### config.mk
export PLATFORM = sky130hd
export DESIGN_NAME = tdfa_match
export DESIGN_NICKNAME = d
export VERILOG_FILES = /design/src/hdl/table_driven_dfa_acceptor_unit_assert.svh /design/src/hdl/tdfa_pkg.sv /design/src/hdl/tdfa_match.sv
export SDC_FILE = /design/constraint.sdc
export NUM_CORES = 1
export LEC_CHECK = 0
export BUFFER_PORTS_ARGS = -buffer_cell sky130_fd_sc_hd__buf_4
export CELL_PAD_IN_SITES_DETAIL_PLACEMENT = 0
export CELL_PAD_IN_SITES_GLOBAL_PLACEMENT = 1
export CORE_UTILIZATION = 24
export DETAILED_ROUTE_END_ITERATION = 12
export PLACE_DENSITY_LB_ADDON = 0.1
export SLEW_MARGIN = 20
export SYNTH_ARGS = -nofsm -noshare
export SYNTH_HDL_FRONTEND = slang
export SYNTH_SLANG_ARGS = --single-unit
### constraint.sdc
create_clock -name vclk -period 5.9
set_input_delay 0.59 -clock vclk [all_inputs]
set_output_delay 0.59 -clock vclk [all_outputs]
set_load 0.03 [all_outputs]
### src/hdl/table_driven_dfa_acceptor_unit_assert.svh
// assertion macros used by the dfa acceptor top level
`ifndef TABLE_DRIVEN_DFA_ACCEPTOR_UNIT_ASSERT_SVH
`define TABLE_DRIVEN_DFA_ACCEPTOR_UNIT_ASSERT_SVH

// same-cycle implication, disabled while in reset
`define TDFA_ASSERT_NOW(lbl, clk, rst, ante, cons) \
   lbl: assert property (@(posedge clk) disable iff (rst) (ante) |-> (cons)) \
      else $error("dfa acceptor assertion failed");

// next-cycle implication, disabled while in reset
`define TDFA_ASSERT_NEXT(lbl, clk, rst, ante, cons) \
   lbl: assert property (@(posedge clk) disable iff (rst) (ante) |=> (cons)) \
      else $error("dfa acceptor assertion failed");

`endif

### src/hdl/tdfa_pkg.sv
// types and constants of the dfa word acceptor
`timescale 1ns / 1ps

package tdfa_pkg;

   // field widths fixed by the item formats
   localparam int STATE_W   = 7;
   localparam int CHAR_W    = 8;
   localparam int SYM_IDX_W = 4;
   localparam int COUNT_W   = 5;
   localparam int ACC_W     = 64;
   localparam int ACC_IDX_W = 6;
   localparam int ALPHA_W   = 64;
   localparam int CSR_IDX_W = 3;
   localparam int CSR_DATA_W = 64;

   // default sizes
   localparam int DEF_MAX_STATES  = 64;
   localparam int DEF_MAX_SYMBOLS = 16;

   // item operation codes
   localparam logic OP_TABLE_WRITE = 1'b0;
   localparam logic OP_CHAR        = 1'b1;

   // configuration register indexes
   localparam logic [CSR_IDX_W-1:0] CSR_START_STATE = 3'd0;
   localparam logic [CSR_IDX_W-1:0] CSR_ACCEPTING   = 3'd1;
   localparam logic [CSR_IDX_W-1:0] CSR_SYM_COUNT   = 3'd2;
   localparam logic [CSR_IDX_W-1:0] CSR_ALPHA_LOW   = 3'd3;
   localparam logic [CSR_IDX_W-1:0] CSR_ALPHA_HIGH  = 3'd4;

   typedef struct packed {
      logic                 op;
      logic [CHAR_W-1:0]    symbol_char;
      logic                 last_char;
      logic [STATE_W-1:0]   row_state;
      logic [SYM_IDX_W-1:0] column_symbol;
      logic [STATE_W-1:0]   target_state;
   } req_item_type;

   typedef struct packed {
      logic               accepted;
      logic               bad_symbol;
      logic               bad_target;
      logic [STATE_W-1:0] end_state;
   } rsp_item_type;

   typedef struct packed {
      logic                 hit;
      logic [SYM_IDX_W-1:0] idx;
   } sym_match_type;

   typedef struct packed {
      logic [STATE_W-1:0] start_state;
      logic [ACC_W-1:0]   accepting_states;
      logic [COUNT_W-1:0] symbol_count;
      logic [ALPHA_W-1:0] alphabet_low;
      logic [ALPHA_W-1:0] alphabet_high;
   } cfg_type;

endpackage

### src/hdl/tdfa_match.sv
// parallel alphabet compare, lowest matching symbol index wins
`timescale 1ns / 1ps

module tdfa_match #(
   parameter int MAX_SYMBOLS = tdfa_pkg::DEF_MAX_SYMBOLS
) (
   input  logic [tdfa_pkg::CHAR_W-1:0] symbol_char,
   input  tdfa_pkg::cfg_type           cfg,
   output tdfa_pkg::sym_match_type     match
);

   logic [tdfa_pkg::COUNT_W-1:0]     count_eff;
   logic [2*tdfa_pkg::ALPHA_W-1:0]   alphabet;

   // symbol count clamped to the table width
   always_comb begin
      if (cfg.symbol_count > tdfa_pkg::COUNT_W'(MAX_SYMBOLS)) begin
         count_eff = tdfa_pkg::COUNT_W'(MAX_SYMBOLS);
      end else begin
         count_eff = cfg.symbol_count;
      end
   end

   assign alphabet = {cfg.alphabet_high, cfg.alphabet_low};

   // scan from the top so the lowest match is the last one written
   always_comb begin
      match.hit = 1'b0;
      match.idx = '0;
      for (int j = MAX_SYMBOLS - 1; j >= 0; j--) begin
         if ((tdfa_pkg::COUNT_W'(j) < count_eff) &&
             (alphabet[j*tdfa_pkg::CHAR_W +: tdfa_pkg::CHAR_W] == symbol_char)) begin
            match.hit = 1'b1;
            match.idx = tdfa_pkg::SYM_IDX_W'(j);
         end
      end
   end

endmodule

After elaboration in Yosys (flattened, before gate mapping):

Cells that the tools add are included.

* word-level logic and storage cells: 66
* output and inout port bits: 5
* register bits after elaboration: 0

* multiplexer cells: 17
* reductions and logical operators: 16
* equal/unequal tests: 16
* magnitude comparators: 17

Operators with widths (count)
* 8-bit equality test: 16
* 5-bit two-way mux: 17
* 4-bit by 5-bit less-than comparator with 1-bit output, first input constant: 8
* 3-bit by 5-bit less-than comparator with 1-bit output, first input constant: 4
* 1-bit logical AND: 16
* 1-bit by 5-bit less-than comparator with 1-bit output, first input constant: 2
* 2-bit by 5-bit less-than comparator with 1-bit output, first input constant: 2
* 5-bit greater-than comparator, second input constant: 1

Logic depth before layout (Yosys ltp):

* depth in word-level cells: 20
* mapped depth: 8

Least setup slack after synthesis:

No wires, ideal clock.

* path kind: input to output
* start: input symbol_char[6] (netlist name)
* end: output match[1] (netlist name)
* required time: 5310 ps
* slack: 2934 ps
* stages on the path: 8
* arrival time: 2376 ps
* path buffers: 2
* cell sequence: buf_4 -> buf_2 -> xor2_1 -> nor4_1 -> nand3_1 -> a211oi_1 -> o21ai_1 -> a21oi_1

RTL lines
* from (decl): RTL line tdfa_match.sv:7 `input logic [tdfa_pkg::CHAR_W-1:0] symbol_char,`
* to (decl): RTL line tdfa_match.sv:9 `output tdfa_pkg::sym_match_type match`

==> impl_metrics.csv <==
group,metric,value,unit
final_layout,drive_above_1_share,38.4,%
final_layout,final-seq-area,0,um^2
min_path,hp-class,"in2out",
floorplanning,rows,32,
final_layout,num-clock-buffers,0,
floorplanning,fp.coreArea,0.00777,mm^2
sta,worstMarginPinSlew,0.714,ns
min_path,whs_endpoint,"match[1]",
power_and_ir_drop,powerDensity,69.7,mW/mm^2
logic_synthesis,syn_area_per_cell,7.29,um^2
flow_run,cap_violations,0,
sta,setup_violations,0,
power_and_ir_drop,max-vdd-ir-drop,0.0594,mV
global_route,overflow,0,
final_layout,final_cell_mix,"buf_4 (146), xor2_1 (65), xnor2_1 (63)",
floorplanning,fp.dieH,92.1,um
sta,fmax,318,MHz
global_route,grt_usage,17.2,%
logic_synthesis,netlist_instances,267,
routing,drt_wl_total,7560,um
sta,finalCritPeriodShare,53.4,%
logic_synthesis,syn_area,0.00195,mm^2
floorplanning,die_area,0.00848,mm^2
global_route,grt_max_degree,17,
routing,drc,0,
clock_network,post_cts_buffers,0,
power_and_ir_drop,power_leakage,1.31,nW
worst_setup_path,worstPathArrival,2.56,ns
routing,first_pass_iters,4,
floorplanning,dieWidth,92.1,um
run_status,status,"finished, final reports clean",
logic_synthesis,synth_cell_types,40,
routing,antenna_left,0,
min_path,hp-start,"cfg[117]",
final_layout,layout_commonest_cell,"buf_4",
min_path,min_path_cells,6,
worst_setup_path,start_kind,"input port",
final_layout,n_sequential_cell,0,
worst_setup_path,critical_path_class,"in2out",
placed_design,hpwl,5960,um
worst_setup_path,crit_fanout,16,
placed_design,gp_congestion,0.731,
routing,vias,2309,
global_route,antenna_found_initial,0,
sta,drv_slew,0,
global_route,grt_pass1_vias,2339,
sta,min_period,3.15,ns
logic_synthesis,ys_seq_area_share,0,%
sta,rsz0062_at_grt,"false",
logic_synthesis,syn_nets,479,
placed_design,preCtsSetupSlack,2.73,ns
routing,drt_iter0_drc,24,
sta,fin_ws,2.75,ns
placed_design,port_buffers,146,
sta,hold_viol,0,
sta,slew_headroom,52.0,%
floorplanning,io_pins,217,
worst_setup_path,crit_path_end_kind,"output pin",
final_layout,area_growth,56.7,%
global_route,grt_pass1_wl,11600,um
worst_setup_path,required,5.31,ns
floorplanning,start_util,25.1,%
sta,fin_tns_setup,0,ns
clock_network,postCtsHoldBufs,0,
routing,via_per_inst,4.66,
clock_network,cts_resized,0,
logic_synthesis,yosysWarnings,0,
final_layout,finalNetCount,607,
final_layout,diodes,0,
routing,wl_per_cell,15.3,um
[per-stage QoR]
| stage | hold WS [ns] | util, % | area (um^2) | total power, mW | instances |
|---|---|---|---|---|---|
| final | 1.84 | 39.3 | 3050 | 0.213 | 495 |
| after global placement | 1.87 | 39.3 | 3050 | 0.213 | 495 |
| after global routing | 1.90 | 39.3 | 3050 | 0.233 | 495 |
| after detailed placement | 1.85 | 39.3 | 3050 | 0.215 | 495 |
| after CTS | 1.85 | 39.3 | 3050 | 0.216 | 495 |
| after floorplan | 1.65 | - | 1950 | 0.117 | 267 |
[where the power goes]
part           switching, mW  internal (mW)
Sequential                 0              0
Combinational         0.0947          0.118
Clock                      0              0
[layer usage]
layer | part of all wire (%) | global-route usage, %
met5 | 0 | 0
met4 | 0 | 0
met3 | 7.1 | 2.16
met2 | 47 | 30.8
met1 | 46 | 23.1
[synthesized netlist by cell type, drive strengths merged (2+ instances only)]
cell	number	area, um^2
and3	3	18.8
a311oi	2	17.5
nand4	18	113
and2	2	12.5
o211ai	2	15.0
a21oi	4	20.0
buf	16	104
o21ai	6	30.0
nand2	5	18.8
clkbuf	4	15.0
or3	2	12.5
or2	3	18.8
nand3	6	30.0
nor2	13	48.8
a31oi	2	12.5
xnor2	63	552
nor3	15	75.1
or4	4	37.5
xor2	65	569
nor4b	2	17.5
a211oi	2	15.0
nor4	15	93.8
[logic make-up (layout without fill, tap and decap cells)]
family                    count (synthesis)  in the layout  synth area share [%]
xor gates and xnor gates                128            128                  57.6
AOI/OAI and AO/OA                        28             28                  9.83
and+or+nand+nor                          90             90                  26.3
buffers and inverters                    21            147                  6.30
[layout make-up]
type	instances	area [um^2]
Timing Repair Buffer	146	1100
Tap cell	102	128
Inverter	1	3.75
Multi-Input combinational cell	246	1820
Fill cell	857	4720
[how the worst max path moves through the flow]
| stage | start | end | slack, ns |
|---|---|---|---|
| after floorplan | symbol_char[6] | match[1] | 2.93 |
| after global placement | symbol_char[0] | match[0] | 2.74 |
| after detailed placement | symbol_char[0] | match[0] | 2.73 |
| after CTS | symbol_char[0] | match[0] | 2.73 |
| after global routing | symbol_char[0] | match[0] | 2.63 |
| final | symbol_char[0] | match[0] | 2.75 |
[worst max-delay path, cell delays in order]
cell     delay (ns)
buf_4          0.30
xor2_1         0.14
or4_4          0.55
or4_4          0.49
a32oi_1        0.21
o21ai_1        0.09
buf_4          0.17
(Power assumes the default switching activity.)
